## src/design/glcd_page_column_sequencer_unit_defines.svh

```systemverilog
// Assertion macros shared by the page/column sequencer modules.
// Each macro expects signals named clk and rst in the using module.
`ifndef GLCD_PAGE_COLUMN_SEQUENCER_UNIT_DEFINES_SVH
`define GLCD_PAGE_COLUMN_SEQUENCER_UNIT_DEFINES_SVH

// Condition holds at every clock edge outside reset.
`define GLCD_ASSERT_ALWAYS(label, cond) \
  label: assert property (@(posedge clk) disable iff (rst) (cond)) \
    else $error("sequencer invariant violated");

// Consequent holds in the same cycle as the antecedent.
`define GLCD_ASSERT_IMPLIES(label, ante, cons) \
  label: assert property (@(posedge clk) disable iff (rst) (ante) |-> (cons)) \
    else $error("sequencer implication violated");

// Consequent holds in the cycle after the antecedent.
`define GLCD_ASSERT_NEXT(label, ante, cons) \
  label: assert property (@(posedge clk) disable iff (rst) (ante) |=> (cons)) \
    else $error("sequencer next-cycle check violated");

`endif

```

## src/design/glcd_pcs_pkg.sv

```systemverilog
// Shared types, constants and helper functions for the page/column sequencer.
// No dependencies; every other design file but the assertion macro header imports this package.
package glcd_pcs_pkg;

  localparam int DISPLAY_WIDTH    = 128;
  localparam int CONTROLLER_WIDTH = 64;
  localparam int PAGE_COUNT       = 8;

  localparam int OP_W    = 3;
  localparam int BYTE_W  = 8;
  localparam int COL_W   = 7;
  localparam int PAGE_W  = 3;
  localparam int LINE_W  = 6;
  localparam int STEP_W  = 3;

  localparam int QUEUE_DEPTH = 2;
  localparam int PTR_W       = $clog2(QUEUE_DEPTH);
  localparam int COUNT_W     = $clog2(QUEUE_DEPTH + 1);

  localparam logic [BYTE_W-1:0] CMD_PAGE  = 8'hB8;
  localparam logic [BYTE_W-1:0] CMD_COL   = 8'h40;
  localparam logic [BYTE_W-1:0] CMD_START = 8'hC0;
  localparam logic [BYTE_W-1:0] CMD_ON    = 8'h3F;
  localparam logic [BYTE_W-1:0] COL_MASK  = 8'h3F;

  // Step index of the final transfer for each kind of job.
  localparam logic [STEP_W-1:0] LAST_STEP_DATA  = 3'd5;
  localparam logic [STEP_W-1:0] LAST_STEP_ADDR  = 3'd4;
  localparam logic [STEP_W-1:0] LAST_STEP_BCAST = 3'd1;

  // Positions within the page-set plus column-set address sequence.
  localparam logic [STEP_W-1:0] ADDR_PAGE_LEFT  = 3'd0;
  localparam logic [STEP_W-1:0] ADDR_PAGE_RIGHT = 3'd1;
  localparam logic [STEP_W-1:0] ADDR_COL_LEFT   = 3'd2;
  localparam logic [STEP_W-1:0] ADDR_COL_RIGHT  = 3'd3;

  typedef enum logic [OP_W-1:0] {
    OP_DATA_WRITE  = 3'd0,
    OP_DATA_READ   = 3'd1,
    OP_DUMMY_READ  = 3'd2,
    OP_SET_ADDRESS = 3'd3,
    OP_START_LINE  = 3'd4,
    OP_DISPLAY_ON  = 3'd5
  } op_t;

  typedef enum logic [1:0] {
    JOB_DATA  = 2'd0,
    JOB_ADDR  = 2'd1,
    JOB_BCAST = 2'd2
  } job_kind_t;

  typedef struct packed {
    job_kind_t               kind;
    logic                    rnw;
    logic                    wrap;
    logic                    chip;
    logic [BYTE_W-1:0]       data_byte;
    logic [PAGE_W-1:0]       page;
    logic [COL_W-1:0]        col;
  } job_t;

  typedef struct packed {
    logic valid;
    job_t job;
  } queue_head_t;

  typedef struct packed {
    logic              chip;
    logic              reg_select;
    logic              read_not_write;
    logic [BYTE_W-1:0] bus_byte;
    logic              last;
  } bus_tx_t;

  // Controller that owns a column; columns from CONTROLLER_WIDTH (64) up belong to the right half.
  function automatic logic owner(logic [COL_W-1:0] col);
    return 32'(col) >= CONTROLLER_WIDTH;
  endfunction

endpackage

```

## src/design/glcd_cmd_if.sv

```systemverilog
// Command channel into the sequencer: valid/ready handshake plus command fields.
// Depends on glcd_pcs_pkg for field widths.
interface glcd_cmd_if;
  import glcd_pcs_pkg::*;

  logic              valid;
  logic              ready;
  logic [OP_W-1:0]   op;
  logic [BYTE_W-1:0] value;
  logic [COL_W-1:0]  x_pos;
  logic [PAGE_W-1:0] page_sel;
  logic [LINE_W-1:0] line_start;

  modport source(output valid, output op, output value, output x_pos,
                 output page_sel, output line_start, input ready);
  modport sink(input valid, input op, input value, input x_pos,
               input page_sel, input line_start, output ready);
endinterface

```

## src/design/glcd_bus_if.sv

```systemverilog
// Bus transaction channel out of the sequencer: valid/ready plus transaction fields.
// Depends on glcd_pcs_pkg for field widths.
interface glcd_bus_if;
  import glcd_pcs_pkg::*;

  logic              valid;
  logic              ready;
  logic              chip;
  logic              reg_select;
  logic              read_not_write;
  logic [BYTE_W-1:0] bus_byte;
  logic              last;

  modport source(output valid, output chip, output reg_select,
                 output read_not_write, output bus_byte, output last, input ready);
  modport sink(input valid, input chip, input reg_select,
               input read_not_write, input bus_byte, input last, output ready);
endinterface

```

## src/design/glcd_pcs_front.sv

```systemverilog
// Front end: accepts commands, tracks column and page, and emits one job per recognised command.
// Depends on glcd_pcs_pkg, glcd_cmd_if and the assertion macro header.
`include "glcd_page_column_sequencer_unit_defines.svh"

module glcd_pcs_front (
  input  logic                 clk,
  input  logic                 rst,
  glcd_cmd_if.sink             cmd,
  input  logic                 full,
  output logic                 push,
  output glcd_pcs_pkg::job_t   job
);
  import glcd_pcs_pkg::*;

  logic [COL_W-1:0]  column;
  logic [COL_W-1:0]  column_next;
  logic [PAGE_W-1:0] page_reg;
  logic [PAGE_W-1:0] page_reg_next;
  logic [PAGE_W-1:0] page_inc;
  logic              row_end;
  logic              accept;

  assign cmd.ready = !full;
  assign accept    = cmd.valid && cmd.ready;
  assign row_end   = column == COL_W'(DISPLAY_WIDTH - 1);
  assign page_inc  = (page_reg == PAGE_W'(PAGE_COUNT - 1)) ? '0 : page_reg + 1'b1;

  always_comb begin
    push          = 1'b0;
    column_next   = column;
    page_reg_next = page_reg;
    job.kind      = JOB_DATA;
    job.rnw       = 1'b0;
    job.wrap      = 1'b0;
    job.chip      = owner(column);
    job.data_byte = '0;
    job.page      = page_reg;
    job.col       = column;
    if (accept) begin
      unique case (op_t'(cmd.op))
        OP_DATA_WRITE, OP_DATA_READ: begin
          push          = 1'b1;
          job.rnw       = op_t'(cmd.op) == OP_DATA_READ;
          job.data_byte = (op_t'(cmd.op) == OP_DATA_WRITE) ? cmd.value : '0;
          job.wrap      = row_end;
          if (row_end) begin
            column_next   = '0;
            page_reg_next = page_inc;
          end else begin
            column_next = column + 1'b1;
          end
        end
        OP_DUMMY_READ: begin
          push    = 1'b1;
          job.rnw = 1'b1;
        end
        OP_SET_ADDRESS: begin
          push          = 1'b1;
          job.kind      = JOB_ADDR;
          page_reg_next = PAGE_W'(32'(cmd.page_sel) % PAGE_COUNT);
          column_next   = COL_W'(32'(cmd.x_pos) % DISPLAY_WIDTH);
        end
        OP_START_LINE: begin
          push          = 1'b1;
          job.kind      = JOB_BCAST;
          job.data_byte = CMD_START | {{(BYTE_W - LINE_W){1'b0}}, cmd.line_start};
        end
        OP_DISPLAY_ON: begin
          push          = 1'b1;
          job.kind      = JOB_BCAST;
          job.data_byte = CMD_ON;
        end
        default: begin
          push = 1'b0;
        end
      endcase
      // Address-moving jobs carry the address they leave behind.
      job.page = page_reg_next;
      job.col  = column_next;
    end
  end

  always_ff @(posedge clk) begin
    if (rst) begin
      column   <= '0;
      page_reg <= '0;
    end else begin
      column   <= column_next;
      page_reg <= page_reg_next;
    end
  end

  `GLCD_ASSERT_ALWAYS(a_column_range, 32'(column) < DISPLAY_WIDTH)
  `GLCD_ASSERT_ALWAYS(a_page_range, 32'(page_reg) < PAGE_COUNT)
  `GLCD_ASSERT_NEXT(a_wrap_clears_column, push && job.wrap, column == '0)

endmodule

```

## src/design/glcd_pcs_queue.sv

```systemverilog
// Short job queue between the front end and the bus sequencer.
// Depends on glcd_pcs_pkg and the assertion macro header.
`include "glcd_page_column_sequencer_unit_defines.svh"

module glcd_pcs_queue (
  input  logic                        clk,
  input  logic                        rst,
  input  logic                        push,
  input  glcd_pcs_pkg::job_t          push_job,
  output logic                        full,
  input  logic                        pop,
  output glcd_pcs_pkg::queue_head_t   head
);
  import glcd_pcs_pkg::*;

  job_t               entries [QUEUE_DEPTH];
  logic [PTR_W-1:0]   wr_ptr;
  logic [PTR_W-1:0]   rd_ptr;
  logic [COUNT_W-1:0] count;

  assign full       = count == COUNT_W'(QUEUE_DEPTH);
  assign head.valid = count != '0;
  assign head.job   = entries[rd_ptr];

  always_ff @(posedge clk) begin
    if (push) begin
      entries[wr_ptr] <= push_job;
    end
  end

  always_ff @(posedge clk) begin
    if (rst) begin
      wr_ptr <= '0;
      rd_ptr <= '0;
      count  <= '0;
    end else begin
      if (push) begin
        wr_ptr <= (32'(wr_ptr) == QUEUE_DEPTH - 1) ? '0 : wr_ptr + 1'b1;
      end
      if (pop) begin
        rd_ptr <= (32'(rd_ptr) == QUEUE_DEPTH - 1) ? '0 : rd_ptr + 1'b1;
      end
      if (push && !pop) begin
        count <= count + 1'b1;
      end else if (pop && !push) begin
        count <= count - 1'b1;
      end
    end
  end

  `GLCD_ASSERT_ALWAYS(a_count_bound, 32'(count) <= QUEUE_DEPTH)
  `GLCD_ASSERT_IMPLIES(a_no_overflow, push, !full || pop)
  `GLCD_ASSERT_IMPLIES(a_no_underflow, pop, head.valid)

endmodule

```

## src/design/glcd_pcs_back.sv

```systemverilog
// Back end: expands each queued job into bus transfers, one per cycle while the bus is ready, into an output register.
// Depends on glcd_pcs_pkg, glcd_bus_if and the assertion macro header.
`include "glcd_page_column_sequencer_unit_defines.svh"

module glcd_pcs_back (
  input  logic                        clk,
  input  logic                        rst,
  input  glcd_pcs_pkg::queue_head_t   head,
  output logic                        pop,
  glcd_bus_if.source                  bus
);
  import glcd_pcs_pkg::*;

  logic [STEP_W-1:0] step;
  logic [STEP_W-1:0] step_next;
  logic              out_valid;
  logic              out_valid_next;
  bus_tx_t           out_tx;
  bus_tx_t           tx;
  logic              advance;

  // Page-set on both halves, column reset on both, then the column set on its owner.
  function automatic bus_tx_t addr_tx(logic [STEP_W-1:0] a, logic [PAGE_W-1:0] page,
                                      logic [COL_W-1:0] col);
    bus_tx_t t;
    t.reg_select     = 1'b0;
    t.read_not_write = 1'b0;
    t.last           = 1'b0;
    unique case (a)
      ADDR_PAGE_LEFT: begin
        t.chip     = 1'b0;
        t.bus_byte = CMD_PAGE | {{(BYTE_W - PAGE_W){1'b0}}, page};
      end
      ADDR_PAGE_RIGHT: begin
        t.chip     = 1'b1;
        t.bus_byte = CMD_PAGE | {{(BYTE_W - PAGE_W){1'b0}}, page};
      end
      ADDR_COL_LEFT: begin
        t.chip     = 1'b0;
        t.bus_byte = CMD_COL;
      end
      ADDR_COL_RIGHT: begin
        t.chip     = 1'b1;
        t.bus_byte = CMD_COL;
      end
      default: begin
        t.chip     = owner(col);
        t.bus_byte = CMD_COL | ({{(BYTE_W - COL_W){1'b0}}, col} & COL_MASK);
      end
    endcase
    return t;
  endfunction

  always_comb begin
    tx = '0;
    unique case (head.job.kind)
      JOB_DATA: begin
        if (step == '0) begin
          tx.chip           = head.job.chip;
          tx.reg_select     = 1'b1;
          tx.read_not_write = head.job.rnw;
          tx.bus_byte       = head.job.data_byte;
          tx.last           = !head.job.wrap;
        end else begin
          tx      = addr_tx(step - 1'b1, head.job.page, head.job.col);
          tx.last = step == LAST_STEP_DATA;
        end
      end
      JOB_ADDR: begin
        tx      = addr_tx(step, head.job.page, head.job.col);
        tx.last = step == LAST_STEP_ADDR;
      end
      JOB_BCAST: begin
        tx.chip     = step[0];
        tx.bus_byte = head.job.data_byte;
        tx.last     = step == LAST_STEP_BCAST;
      end
      default: begin
        tx.last = 1'b1;
      end
    endcase
  end

  assign advance = head.valid && (!out_valid || bus.ready);
  assign pop     = advance && tx.last;

  always_comb begin
    step_next      = step;
    out_valid_next = out_valid;
    if (advance) begin
      step_next      = tx.last ? '0 : step + 1'b1;
      out_valid_next = 1'b1;
    end else if (bus.ready) begin
      out_valid_next = 1'b0;
    end
  end

  always_ff @(posedge clk) begin
    if (rst) begin
      step      <= '0;
      out_valid <= 1'b0;
    end else begin
      step      <= step_next;
      out_valid <= out_valid_next;
    end
  end

  always_ff @(posedge clk) begin
    if (advance) begin
      out_tx <= tx;
    end
  end

  assign bus.valid          = out_valid;
  assign bus.chip           = out_tx.chip;
  assign bus.reg_select     = out_tx.reg_select;
  assign bus.read_not_write = out_tx.read_not_write;
  assign bus.bus_byte       = out_tx.bus_byte;
  assign bus.last           = out_tx.last;

  `GLCD_ASSERT_ALWAYS(a_step_range, step <= LAST_STEP_DATA)
  `GLCD_ASSERT_IMPLIES(a_midjob_has_head, step != '0, head.valid)
  `GLCD_ASSERT_NEXT(a_step_advances, advance && !tx.last, step == $past(step) + 1'b1)

endmodule

```

## src/design/glcd_page_column_sequencer_unit.sv

```systemverilog
// A command's first bus transfer is registered in the job queue, then in the output register.
// Throughput: one bus transfer per cycle while the bus is ready; a command expands into
// from one transfer (dummy read, data access within a row) to six (data access that ends a row).
// The back-end sequencer, emitting one transfer per cycle into its output register, sets that.
// Reset (synchronous, active high) clears column and page to zero, empties the job queue and
// drops any pending bus transfer.
module glcd_page_column_sequencer_unit (
  input  logic       clk,
  input  logic       rst,
  glcd_cmd_if.sink   cmd,
  glcd_bus_if.source bus
);
  import glcd_pcs_pkg::*;

  // Jobs flow front -> queue -> back. The front end owns the address state and folds
  // every address change into the job it pushes, so the back end only sequences.
  logic        push;
  logic        full;
  logic        pop;
  job_t        push_job;
  queue_head_t head;

  // Command transfers are taken whenever the queue has room, independent of the bus side.
  glcd_pcs_front u_front (
    .clk  (clk),
    .rst  (rst),
    .cmd  (cmd),
    .full (full),
    .push (push),
    .job  (push_job)
  );

  // Two jobs of slack let the front end keep accepting while a long row-end job drains.
  glcd_pcs_queue u_queue (
    .clk      (clk),
    .rst      (rst),
    .push     (push),
    .push_job (push_job),
    .full     (full),
    .pop      (pop),
    .head     (head)
  );

  // The back end turns the head job into bus transfers and retires it on its last transfer.
  glcd_pcs_back u_back (
    .clk  (clk),
    .rst  (rst),
    .head (head),
    .pop  (pop),
    .bus  (bus)
  );

endmodule
```

## src/flat_wrapper.sv

```systemverilog
// flat-port wrapper written by rule: the top's interface ports become plain ports
module glcd_page_column_sequencer_unit_flat import glcd_pcs_pkg::*;
  (clk, rst, cmd_valid, cmd_op, cmd_value, cmd_x_pos, cmd_page_sel, cmd_line_start, cmd_ready, bus_valid, bus_chip, bus_reg_select, bus_read_not_write, bus_bus_byte, bus_last, bus_ready);
  glcd_cmd_if cmd_i ();
  glcd_bus_if bus_i ();
  input  logic clk;
  input  logic rst;
  input wire logic [$bits(cmd_i.valid)-1:0] cmd_valid;
  input wire logic [$bits(cmd_i.op)-1:0] cmd_op;
  input wire logic [$bits(cmd_i.value)-1:0] cmd_value;
  input wire logic [$bits(cmd_i.x_pos)-1:0] cmd_x_pos;
  input wire logic [$bits(cmd_i.page_sel)-1:0] cmd_page_sel;
  input wire logic [$bits(cmd_i.line_start)-1:0] cmd_line_start;
  output wire logic [$bits(cmd_i.ready)-1:0] cmd_ready;
  output wire logic [$bits(bus_i.valid)-1:0] bus_valid;
  output wire logic [$bits(bus_i.chip)-1:0] bus_chip;
  output wire logic [$bits(bus_i.reg_select)-1:0] bus_reg_select;
  output wire logic [$bits(bus_i.read_not_write)-1:0] bus_read_not_write;
  output wire logic [$bits(bus_i.bus_byte)-1:0] bus_bus_byte;
  output wire logic [$bits(bus_i.last)-1:0] bus_last;
  input wire logic [$bits(bus_i.ready)-1:0] bus_ready;
  assign cmd_i.valid = cmd_valid;
  assign cmd_i.op = cmd_op;
  assign cmd_i.value = cmd_value;
  assign cmd_i.x_pos = cmd_x_pos;
  assign cmd_i.page_sel = cmd_page_sel;
  assign cmd_i.line_start = cmd_line_start;
  assign cmd_ready = cmd_i.ready;
  assign bus_valid = bus_i.valid;
  assign bus_chip = bus_i.chip;
  assign bus_reg_select = bus_i.reg_select;
  assign bus_read_not_write = bus_i.read_not_write;
  assign bus_bus_byte = bus_i.bus_byte;
  assign bus_last = bus_i.last;
  assign bus_i.ready = bus_ready;
  glcd_page_column_sequencer_unit u_core (.clk(clk), .rst(rst), .cmd(cmd_i), .bus(bus_i));
endmodule
```

## config.mk

```make
export PLATFORM = sky130hd
export DESIGN_NAME = glcd_page_column_sequencer_unit_flat
export DESIGN_NICKNAME = d
export VERILOG_FILES = /design/src/design/glcd_pcs_pkg.sv /design/src/design/glcd_cmd_if.sv /design/src/design/glcd_bus_if.sv /design/src/design/glcd_pcs_front.sv /design/src/design/glcd_pcs_queue.sv /design/src/design/glcd_pcs_back.sv /design/src/design/glcd_page_column_sequencer_unit.sv /design/src/flat_wrapper.sv
export VERILOG_INCLUDE_DIRS = /design/src /design/src/design
export SDC_FILE = /design/constraint.sdc
export NUM_CORES = 1
export LEC_CHECK = 0
export BUFFER_PORTS_ARGS = -buffer_cell sky130_fd_sc_hd__buf_2
export CORE_AREA = 4 4 102 80
export DETAILED_ROUTE_END_ITERATION = 12
export DIE_AREA = 0 0 106 84
export PLACE_DENSITY = 0.84
export SETUP_SLACK_MARGIN = 0.3
export SYNTH_ARGS = -nofsm -noshare
export SYNTH_HDL_FRONTEND = slang
export SYNTH_SLANG_ARGS = --single-unit
```

## constraint.sdc

```tcl
create_clock -name clk -period 3.3 [get_ports clk]
set_clock_uncertainty 0.1 [all_clocks]
set_input_delay 0.66 -clock clk [delete_from_list [all_inputs] [get_ports clk]]
set_output_delay 0.66 -clock clk [all_outputs]
set_load 0.03 [all_outputs]
```

### Yosys cells after proc, flatten, opt, wreduce, memory -nomap -nowiden

Memory sizes are Yosys's and may differ from the RTL's. A register that Yosys moved wholly into a read port is not among the register bits.
Cells that the tools add are included.

| word-level totals | value |
|---|---|
| bits in latches | 0 |
| memories kept | 1 |
| memory bits (writable) | 46 |
| input bits | 31 |
| register bits | 30 |
| memory bits (read-only) | 0 |
| logic and storage cells | 104 |
| output and inout port bits | 14 |

Memories:

| memory | depth | bits a word | read ports | clocked after memory_dff | wr ports | line | source |
|---|---|---|---|---|---|---|---|
| u_core.u_queue.entries | 2 | 23 | 1 | 1 | 1 | glcd_pcs_queue.sv:16 | `job_t entries [QUEUE_DEPTH];` |

| cells by class | value |
|---|---|
| bitwise logic cells | 0 |
| magnitude comparators | 2 |
| div/mod/pow operators | 0 |
| shift-type cells | 0 |
| reduce and logical (&&, ||, !) cells | 30 |
| eq/ne operators | 18 |
| add/subtract/negate cells | 8 |
| multiplexer cells | 33 |
| $mul | 0 |

Operator list:

| operator | number |
|---|---|
| one-hot mux 8 bit (3 select lines) | 2 |
| one-hot mux 8 bit (2 select lines) | 2 |
| OR reduction 2 bit | 10 |
| equality test 3 x 2 -> 1 bit (second input constant) | 6 |
| 2-to-1 mux 18 bit | 1 |
| equality test 3 bit (second input constant) | 5 |
| >= comparator 7 bit (second input constant) | 2 |
| one-hot mux 7 bit (2 select lines) | 1 |
| 2-to-1 mux 12 bit | 1 |
| 2-to-1 mux 1 bit | 11 |
| equality test 3 x 1 -> 1 bit (second input constant) | 3 |
| logical NOT 3 bit | 3 |
| 2-to-1 mux 3 bit | 3 |
| 2-to-1 mux 8 bit | 1 |
| adder 7 x 1 -> 7 bit (second input constant) | 1 |
| equality test 7 bit (second input constant) | 1 |
| 2-to-1 mux 7 bit | 1 |
| adder 3 x 1 -> 3 bit (second input constant) | 2 |
| one-hot mux 1 bit (2 select lines) | 3 |
| one-hot mux 1 bit (3 select lines) | 2 |
| one-hot mux 3 bit (2 select lines) | 1 |
| nonzero test 2 bit | 3 |
| OR reduction 6 bit | 1 |
| logical AND 1 bit | 5 |
| other kinds (13) | 20 |

### Depth between registers and ports, before layout

Gate-level depths: netlist (run 1).

| logic depth | value |
|---|---|
| depth after elaboration | 10 |
| gate-level depth with buffers | 11 |

### Cells and area by module

A second synthesis (run 1) with hierarchy kept.

| unflattened totals | value |
|---|---|
| cells, all modules | 325 |
| area, all modules | 3,793.6 um^2 |

Modules (own cells, without submodules):

| module | cells each | instances | area an instance (um^2) |
|---|---|---|---|
| glcd_pcs_queue | 93 | 1 | 1,865.5 |
| glcd_pcs_back | 101 | 1 | 1,013.5 |
| glcd_pcs_front | 131 | 1 | 914.6 |

### Worst setup path before layout (run 1)

No wires, ideal clock.

| timing path | value |
|---|---|
| kind | input to register |
| from | input cmd_op[1] |
| to | memory u_core.u_queue.entries[0][0] in the netlist's numbering (enable) |
| stages on the path | 4 |
| data arrival time | 2.461 ns |
| path slack | 0.329 ns |
| data required time | 2.789 ns |
| path buffers | 1 |
| cells stage by stage | clkbuf_1 -> inv_1 -> nand3_1 -> a21oi_1 |

| on the way | value |
|---|---|
| longest elaborated chain between the ends | 6 |
| elaborated cells between the ends (all ways) | 11 |
| classes of those cells | 5 x eq/ne; 4 x mux; 2 x reduce/logical |

RTL lines:

| element | line | source |
|---|---|---|
| from (decl) | flat_wrapper.sv:9 | `input wire logic [$bits(cmd_i.op)-1:0] cmd_op;` |
| equality test 3 x 1 -> 1 bit, or another cell as far along | glcd_pcs_front.sv:40 | `unique case (op_t'(cmd.op))` |
| OR reduction 6 bit (no line) * | -- |  |
| 2-to-1 mux 1 bit * | glcd_pcs_front.sv:40 |  |
| 2-to-1 mux 1 bit * | glcd_pcs_front.sv:39 | `if (accept) begin` |
| 2-to-1 mux 1 bit * | glcd_pcs_queue.sv:26 | `if (push) begin` |
| 2-to-1 mux 1 bit (implied by the code) * | glcd_pcs_queue.sv:27 | `entries[wr_ptr] <= push_job;` |
| to (decl) | glcd_pcs_queue.sv:16 |  |

Every way passes the cells marked *; elsewhere a longest branch is shown, timed or not.

==> results of run 1 <==
layer usage:
layer / GRT usage / vias to the layer above
li1: - / 1541
met1: 0.322 / 1552
met2: 0.340 / 173
met4: 0.0624 / 0
met3: 0.0449 / 21
met5: 0 / -
cell families after synthesis:
logic type               count (synthesis)  share of synthesized area
XOR/XNOR                                 4                     0.0104
buffers and inverters                   33                     0.0344
AO/OA/AOI/OAI                          100                      0.170
multiplexers                            25                     0.0641
adder cells (fa/ha/maj)                 13                     0.0399
AND/OR/NAND/NOR                        123                      0.161
flip-flops                              77                      0.520
power breakdown:
part,switching [uW],leakage [uW],total (uW),internal (uW)
clock,350,0.000100,779,429
combinational,993,0.000898,1480,491
sequential,94.0,0.000712,1410,1320
cell type report:
| class | count | area, sq um | share of cell area |
|---|---|---|---|
| multi-input cells | 265 | 1820 | 0.393 |
| repair buffers | 52 | 293 | 0.0632 |
| clock buffers | 11 | 131 | 0.0284 |
| inverters | 15 | 56.3 | 0.0122 |
| well taps | 101 | 126 | 0.0273 |
| clock inverters | 5 | 83.8 | 0.0181 |
| flip-flops and latches | 77 | 2120 | 0.458 |
per-stage QoR:
step | worst slack, ns | utilization | power, uW | hold WS (ns)
final | 0.504 | 0.647 | 3680 | 0.436
after global routing | 0.333 | 0.647 | 3870 | 0.457
after CTS | 0.540 | 0.647 | 3680 | 0.434
after detailed placement | 0.560 | 0.617 | 2900 | 0.421
after global placement | 0.682 | 0.617 | 2870 | 0.405
after floorplan | 0.329 | - | 2480 | 0.376
worst register-to-register path: cells and delay by family, from the launching register on:
kind,cells,cell delay (ns)
AO/OA/AOI/OAI,3,0.83
adder cells (fa/ha/maj),2,0.57
buffers and inverters,1,0.12
flip-flops,1,0.42
AND/OR/NAND/NOR,3,0.69
Yosys cell counts (4+ instances only):
cell type | n | area (sq um)
clkbuf_1 | 12 | 45.0
a32oi_1 | 4 | 35.0
nor4_1 | 7 | 43.8
nand3_1 | 14 | 70.1
nand2_1 | 23 | 86.3
nor2b_1 | 9 | 56.3
nand4_1 | 7 | 43.8
edfxtp_1 | 58 | 1740
ha_1 | 13 | 163
and3_1 | 5 | 31.3
mux2i_1 | 19 | 190
a31oi_1 | 5 | 31.3
inv_1 | 11 | 41.3
o221ai_1 | 7 | 61.3
or3_1 | 8 | 50.1
mux2_2 | 5 | 56.3
a21oi_1 | 24 | 120
dfxtp_1 | 19 | 380
nor2_1 | 22 | 82.6
o21ai_0 | 22 | 110
nor3_1 | 15 | 75.1
o211ai_1 | 5 | 37.5
o31ai_1 | 4 | 30.0
worst paths after layout:
path	end	slack (ns)	depth (start not counted)
setup / recovery	u_core.u_queue.count[1]	0.50	9
hold / removal	u_core.u_queue.wr_ptr	0.44	2
setup reg to reg	u_core.u_queue.count[1]	0.50	9
hold reg to reg	u_core.u_queue.wr_ptr	0.44	2
==> metrics, run 1 <==
status complete, no violations; Hold Violations, Final 0; Avg Inst Size Synth 10.9 sq um; critical path arrival 2.98 ns; synth warn 0; Routed Antenna Nets 0; Gate Count Post-Synth 375; most used cell, CP ha_1; Post-synth EDFFs 58; max-slew violations 0; sequential share of the synthesized area 0.520; cells along the critical path inv_1, ha_1, nor2b_1, a221oi_1, o211ai_2, nand2_1, ha_1, or3_1, a21oi_1; Setup Crit Path Kind register to register; HP Start u_core.u_queue.wr_ptr; H-Tree Depth 3; ant diodes 0; leak pwr 0.00171 uW; clk slew on worst S/H paths 0.08 ns; Routed WL 9.69 mm; Max Cap Violations 0; antenna violations before repair 0; Mapped Area 4080 sq um; core area 7160 sq um; violation count after the first detailed-route iteration 320; Clock Root Buffer clkbuf_8; Netlist cell types 63; Crit-path slowest cell a221oi_1; dpl cell area 4420 sq um; worst hold path class register to register; Routed wire per std cell 18.4 um; Critical Path Fanout Max 10; FF+latch count, synth 77; number of port buffers 44; DR vias 3,287; Final min period 2.80 ns; wire length on met2 4.33 mm; Initial DRT Pass Iterations 5; routed wl met3 801 um; RSZ-0062 raised after global routing false; cell area power density 794 nW/um^2; IO Pins 45; Post-synth ARST share 0; final setup vio count 0; clk buf depth 2; Worst EP required 3.48 ns; grt total ovfl 0; CTS tree yes; Clock Latency Late Sink 0.35 ns; Crit path max-delay family compound AO/OA/AOI/OAI gates; Layout Cells excl Fill 526; DP HPWL 6.83 mm; reg2reg start u_core.u_back.step[1]; Cells after DPL 510; Most flops, register u_core.u_queue.entries; VDD IR-drop max 0.333 mV; CTS Hold Bufs 0; CP max stage delay 0.48 ns; Slew headroom 0.385; commonest non-fill, non-tap cell in the layout edfxtp_1; Die ar. 8900 sq um; Num CTS Buffers 9; Post-Route Setup TNS 0 ns; Post-Syn Nets 419; max reg flops 46; fmax 358 MHz; Clock Sinks 77; critical path launch point type register; # Post-CTS Setup Buffers 0; drt via density 6.25; site row count 27; Setup crit end kind register; WP buf/inv 1; Top FF cell, synth edfxtp_1; Initial Util 0.570; share of cells above drive strength 1 0.195; DIE WIDTH 106 um; DIE HEIGHT 84 um; vias in the first global route 2,982; Final Cycle Share 0.847; # DRC 0; first-pass GRT wire length 15.5 mm; Metal-1 WL 4.41 mm; Worst Tran Pin Value 0.916 ns; Critical Path Start u_core.u_back.step[1]; Fillers 579; final instance area 4630 sq um; most frequent cells in the layout 58 x edfxtp_1, 44 x buf_2, 23 x nand2_1, 23 x a21oi_1; RePlAce Congestion 0.919; total track usage 0.222; nets@finish 464; DR top layer met4; Layout area overhead 13.6%; post-CTS sizing 0; pin count of the biggest net entering global routing 26
Power figures use the tool's default switching activity.
==> run 2: changes to the inputs <==
--- a/config.mk
+++ b/config.mk
@@ -6,11 +6,12 @@
 export SDC_FILE = /design/constraint.sdc
 export NUM_CORES = 1
 export LEC_CHECK = 0
+export ABC_AREA = 1
 export BUFFER_PORTS_ARGS = -buffer_cell sky130_fd_sc_hd__buf_2
-export CORE_AREA = 4 4 102 80
+export CORE_AREA = 4 4 106 83
 export DETAILED_ROUTE_END_ITERATION = 12
-export DIE_AREA = 0 0 106 84
-export PLACE_DENSITY = 0.84
+export DIE_AREA = 0 0 110 87
+export PLACE_DENSITY = 0.8
 export SETUP_SLACK_MARGIN = 0.3
 export SYNTH_ARGS = -nofsm -noshare
 export SYNTH_HDL_FRONTEND = slang
==> constraint.sdc (replaced) <==
create_clock -name clk -period 2.5 [get_ports clk]
set_clock_uncertainty 0.1 [all_clocks]
set_input_delay 0.5 -clock clk [delete_from_list [all_inputs] [get_ports clk]]
set_output_delay 0.5 -clock clk [all_outputs]
set_load 0.03 [all_outputs]
==> run 2 against run 1 <==
Synthesized area fell by 2.4%. Sequential power rose by 31%. Power grew 40%. Synthesized cell count increased by 22%. Critical endpoint unchanged. Global-route usage decreased by 2.5 points. Core utilization decreased by 4.0 points. First-iteration DRC count fell by 29%. Cell area up 1.4%. Setup slack lost 0.089 ns. Register-to-register slack worse by 0.09 ns. Combinational power increased by 41%. Routed wire length is 9.1% lower.
==> metrics, run 2 <==
status complete, no violations; most frequent cells in the layout 137 x nand2_1, 58 x edfxtp_1, 51 x inv_1; final hold slack 0.327 ns; FF+latch count, synth 77; DIE WIDTH 110 um; VDD IR-drop max 0.537 mV; Final min period 2.08 ns; WP buf/inv 2; antenna violations before repair 0; Max Cap Violations 0; Gate Count Post-Synth 456; drt via density 5.16; violation count after the first detailed-route iteration 228; Die ar. 9570 sq um; clk slew on worst S/H paths 0.08 ns; synth warn 0; CP max stage delay 0.38 ns; core area 7740 sq um; max-slew violations 0; Avg Inst Size Synth 8.73 sq um; hold depth 4; Mapped Area 3980 sq um; CP Depth 14; Final Cycle Share 0.834; Multi-input gate area 1650 sq um; Num CTS Buffers 9; Worst EP required 2.63 ns; leak pwr 0.00212 uW; final setup vio count 0; Synth area leader edfxtp_1; vias in the first global route 3,069; number of port buffers 44; H-Tree Depth 3; total track usage 0.197; internal reg-to-reg setup slack 0.42 ns; Post-Syn Nets 500; commonest non-fill, non-tap cell in the layout nand2_1; pin count of the biggest net entering global routing 22; Setup Crit Path Kind register to register; DR vias 3,228; Routed Antenna Nets 0; Post-synth ARST share 0; top cell type's share of synthesized area 0.438; DP HPWL 6.71 mm; Top FF cell, synth edfxtp_1; clk buf depth 2; Fillers 651; Slew headroom 0.532; FF-to-FF path depth 14; grt total ovfl 0; sequential share of the synthesized area 0.533; DIE HEIGHT 87 um; Worst Hold End u_core.u_back.bus.valid; cells along the critical path inv_2, ha_4, inv_1, nor2_4, nand3_1, nand2_1, nand2_1, nand2_2, nand2_2, ha_4, a21oi_1, o21ai_1, o21ai_1, a21oi_1; Routed wire per std cell 14.1 um; ant diodes 0; cell area power density 1090 nW/um^2; critical path launch point type register; Post-Route Setup TNS 0 ns; FF/Latch Area 2130 sq um; Cells after DPL 608; top post-synthesis cells by area edfxtp_1 44%, nand2_1 13%, dfxtp_1 9.6%, inv_1 5.0%, nor2_1 4.4%; reg2reg start u_core.u_back.step[0]; Hold Violations, Final 0; Critical Path Fanout Max 5; Post-synth EDFFs 58; critical path arrival 2.22 ns; max reg flops 46; Layout Cells excl Fill 625; Worst Tran Pin Value 0.697 ns; HP Start bus_ready; Clock Latency Late Sink 0.35 ns; RePlAce Congestion 0.901; commonest cells in the netlist 139 x nand2_1, 58 x edfxtp_1, 53 x inv_1, 47 x nor2_1, 33 x nand3_1; Crit-path slowest cell dfxtp_4; Clock Root Buffer clkbuf_8; Initial DRT Pass Iterations 5; Initial Util 0.514; first-pass GRT wire length 14.4 mm; RSZ-0062 raised after global routing false; nets@finish 559; RR Endpoint u_core.u_queue.count[1]; worst hold path class input pin to register; Crit path max-delay family simple AND/OR/NAND/NOR gates; Setup crit end kind register; Layout area overhead 18.1%; IO Pins 45; # DRC 0; share of cells above drive strength 1 0.202; cell with the most instances after synthesis nand2_1; CTS tree yes; Routed WL 8.81 mm; Netlist cell types 34; Most flops, register u_core.u_queue.entries; site row count 28; Clock Sinks 77; fmax 480 MHz
-- run 2: kinds of logic after synthesis --
family | count (synthesis) | synth area share
AOI/OAI and AO/OA | 52 | 0.0811
buffers and inverters | 65 | 0.0651
xor gates and xnor gates | 3 | 0.00660
DFF | 77 | 0.533
muxes | 5 | 0.0126
and+or+nand+nor | 241 | 0.261
adders and majority gates | 13 | 0.0409
-- run 2: area by class of cell --
cell class | count | share of cell area
Timing Repair Buffer | 54 | 0.0628
Multi-Input combinational cell | 314 | 0.351
Tap cell | 105 | 0.0280
Inverter | 59 | 0.0493
Sequential cell | 77 | 0.453
Clock inverter | 7 | 0.0293
Clock buffer | 9 | 0.0264
-- run 2: routing by layer --
metal / share of wire / vias up / global-route usage
li1: - / 1624 / -
met1: 0.43 / 1484 / 0.245
met2: 0.49 / 109 / 0.336
met4: 0.013 / 0 / 0.0634
met5: 0 / - / 0
met3: 0.068 / 11 / 0.0504
-- run 2: tightest hold or removal path: cells and delay by family --
kind / cells / cell delay (ns)
simple gates: 1 / 0.06
buf+inv: 2 / 0.10
compound gates: 1 / 0.06
-- run 2: worst max-delay path by stage --
stage / startpoint / end
floorplan: u_core.u_back.step[0] / u_core.u_queue.count[1]
global placement: cmd_op[2] / u_core.u_queue.count[1]
detailed placement: u_core.u_back.step[0] / u_core.u_queue.count[1]
CTS: u_core.u_back.step[1] / u_core.u_queue.count[1]
global route: u_core.u_back.step[2] / u_core.u_back.bus.chip
finish: u_core.u_back.step[0] / u_core.u_queue.count[1]
-- run 2: through the flow --
stage          worst slack [ns]  utilization  area (sq um)  power (uW)
5_1_grt                   0.318        0.607          4700        5470
4_1_cts                   0.309        0.603          4670        5090
3_3_place_gp              0.231        0.566          4380        3790
6_report                  0.415        0.607          4700        5130
2_1_floorplan             0.319            -          3990        3310
3_5_place_dp              0.134        0.566          4380        3860
-- run 2: what timing repair did --
action	CTS	global route
hold buffers	0	0
setup buffers	1	0
endpoints found under the setup margin	1	4
gates resized for setup	6	9
pin swaps	0	1
-- run 2: where the power goes --
group	leakage (uW)	internal [uW]	switching (uW)	total [uW]
clock	0.000131	760	437	1200
sequential	0.000711	1740	117	1850
combinational	0.00128	649	1430	2080
total	0.00212	3140	1990	5130
==> run 3: changes to the inputs <==
--- a/config.mk
+++ b/config.mk
@@ -6,12 +6,12 @@
 export SDC_FILE = /design/constraint.sdc
 export NUM_CORES = 1
 export LEC_CHECK = 0
-export ABC_AREA = 1
+export ABC_AREA = 0
 export BUFFER_PORTS_ARGS = -buffer_cell sky130_fd_sc_hd__buf_2
-export CORE_AREA = 4 4 106 83
+export CORE_AREA = 4 4 107 83
 export DETAILED_ROUTE_END_ITERATION = 12
-export DIE_AREA = 0 0 110 87
-export PLACE_DENSITY = 0.8
+export DIE_AREA = 0 0 111 87
+export PLACE_DENSITY = 0.81
 export SETUP_SLACK_MARGIN = 0.3
 export SYNTH_ARGS = -nofsm -noshare
 export SYNTH_HDL_FRONTEND = slang
==> constraint.sdc (replaced) <==
create_clock -name clk -period 1.9 [get_ports clk]
set_clock_uncertainty 0.1 [all_clocks]
set_input_delay 0.38 -clock clk [delete_from_list [all_inputs] [get_ports clk]]
set_output_delay 0.38 -clock clk [all_outputs]
set_load 0.03 [all_outputs]
==> run 3 against run 2 <==
Routed wire length up 53%. The flow now finishes with violations (negative setup slack). Flip-flop and latch count unchanged. Fmax down 6.4%. Clock power about the same. Power up 60%. Core utilization up 19 points. Non-clock buffer count up 86. Die area up 0.91%. Via count up 21%. Register-to-register slack worse by 0.74 ns. Worst hold slack worse by 0.088 ns. Sequential share of layout area down 11 points.
==> metrics, run 3 (synthesis gave the netlist of run 1 again) <==
status finished with violations; violated checks negative setup slack; critical path launch point type register; worst setup path endpoint u_core.u_queue.count[1]; CTS tree yes; Psw 3330 uW; final instance area 6190 sq um; Worst Tran Pin Value 0.423 ns; Sw Ratio 0.405; vias in the first global route 3,740; Final min period 2.23 ns; most frequent cells in the layout 67 x buf_4, 58 x edfxtp_1, 43 x buf_2; cell area power density 1330 nW/um^2; clk slew on worst S/H paths 0.09 ns; number of port buffers 44; leak pwr 0.00238 uW; antenna violations before repair 0; core area 7810 sq um; RePlAce Congestion 0.948; CP max stage delay 0.42 ns; clk buf depth 2; Clock Root Buffer clkbuf_8; Final Cycle Share 1.17; Num CTS Buffers 9; Critical Path Start u_core.u_queue.entries[0][21]; Routed wire per std cell 21.7 um; RSZ-0062 raised after global routing true; CP Depth 7; Worst EP required 2.09 ns; Gate power share 0.551; total power draw 8210 uW; Crit path max-delay family compound AO/OA/AOI/OAI gates; max-slew violations 0; Most flops, register u_core.u_queue.entries; Layout area overhead 51.9%; site row count 28; DIE WIDTH 111 um; fmax 449 MHz; H-Tree Depth 3; VDD IR-drop max 0.785 mV; Initial Util 0.522; Crit-path slowest cell edfxtp_1; DP HPWL 7.91 mm; # DRC 0; Initial DRT Pass Iterations 5; Routed WL 13.5 mm; max reg flops 46; worst hold path class input pin to register; drt via density 6.31; first-pass GRT wire length 19.8 mm; violation count after the first detailed-route iteration 313; IO Pins 45; internal reg-to-reg setup slack -0.33 ns; final worst slack -0.327 ns; DR vias 3,918; critical path arrival 2.42 ns; Critical Path Fanout Max 3; share of cells above drive strength 1 0.533; DIE HEIGHT 87 um; final hold slack 0.238 ns; cell-internal power 4880 uW; cells along the critical path mux2_4, a221oi_4, o211ai_2, nand2_2, ha_4, or3_4, a21oi_2; Slew headroom 0.718; RR Endpoint u_core.u_queue.count[1]; Sequential Power Share 0.302; nets@finish 555; Setup crit end kind register; Clock Latency Late Sink 0.36 ns; CTS Hold Bufs 0; Clock Sinks 77; FF-to-FF path depth 7; clock network fraction of design power 0.147; ant diodes 0; Max Cap Violations 0; hold depth 3; Fillers 422; reg2reg start u_core.u_queue.entries[0][21]; Routed Antenna Nets 0; Setup Crit Path Kind register to register; Die ar. 9660 sq um; dpl cell area 5000 sq um; commonest non-fill, non-tap cell in the layout buf_4; pin count of the biggest net entering global routing 22; WP buf/inv 0; grt total ovfl 0; total track usage 0.265; Hold Violations, Final 0; final setup vio count 11
==> run 3: through the flow <==
stage / utilization / setup TNS (ns) / setup WS, ns / instances
2_1_floorplan: - / -0.542 / -0.305 / 375
3_3_place_gp: 0.640 / -0.775 / -0.178 / 564
3_5_place_dp: 0.640 / -1.40 / -0.347 / 564
4_1_cts: 0.741 / -0.787 / -0.276 / 610
5_1_grt: 0.793 / -2.39 / -0.394 / 621
6_report: 0.793 / -1.78 / -0.327 / 621
==> run 3: routing by layer <==
metal | vias to the layer above | track usage | routed length [um]
met4 | 0 | 0.0839 | 464
li1 | 1743 | - | -
met5 | - | 0 | 0
met2 | 239 | 0.461 | 6730
met3 | 51 | 0.0479 | 1090
met1 | 1885 | 0.341 | 5200
==> run 3: power by group through the flow <==
| stage | combinational (uW) | clock [uW] | sequential [uW] |
|---|---|---|---|
| 6_report | 4520 | 1210 | 2480 |
| 5_1_grt | 4760 | 1300 | 2510 |
| 4_1_cts | 3970 | 1210 | 2460 |
| 3_5_place_dp | 3260 | 0 | 2490 |
| 3_3_place_gp | 3160 | 0 | 2470 |
| 2_1_floorplan | 1860 | 0 | 2790 |
==> run 3: tightest hold or removal path, cell delays in order <==
cell and delay, ns:
buf_2 0.07, nand2b_1 0.13, a21oi_1 0.07
==> run 3: how the worst min path moves through the flow <==
stage / startpoint / to / slack, ns
final: bus_ready / u_core.u_back.bus.valid / 0.24
after global routing: bus_ready / u_core.u_back.bus.valid / 0.24
after CTS: bus_ready / u_core.u_back.bus.valid / 0.22
after detailed placement: u_core.u_back.bus.valid / u_core.u_back.bus.valid / 0.42
after global placement: u_core.u_back.bus.valid / u_core.u_back.bus.valid / 0.41
after floorplan: u_core.u_queue.count[1] / u_core.u_queue.count[1] / 0.39
==> run 3: area by class of cell <==
cell class	instances	area, sq um	area share
sequential	77	2140	0.346
clock buffer	9	124	0.0200
tap	105	131	0.0212
multi-input combinational	268	2510	0.405
timing repair buffer	140	1160	0.187
inverter	15	70.1	0.0113
clock inverter	7	63.8	0.0103
==> run 3: timing repair <==
item | CTS | global route
gates resized for setup | 70 | 63
endpoints found under the setup margin | 88 | 104
buffers inserted | 24 | 11
gates cloned | 6 | 0
pin swaps | 29 | 31
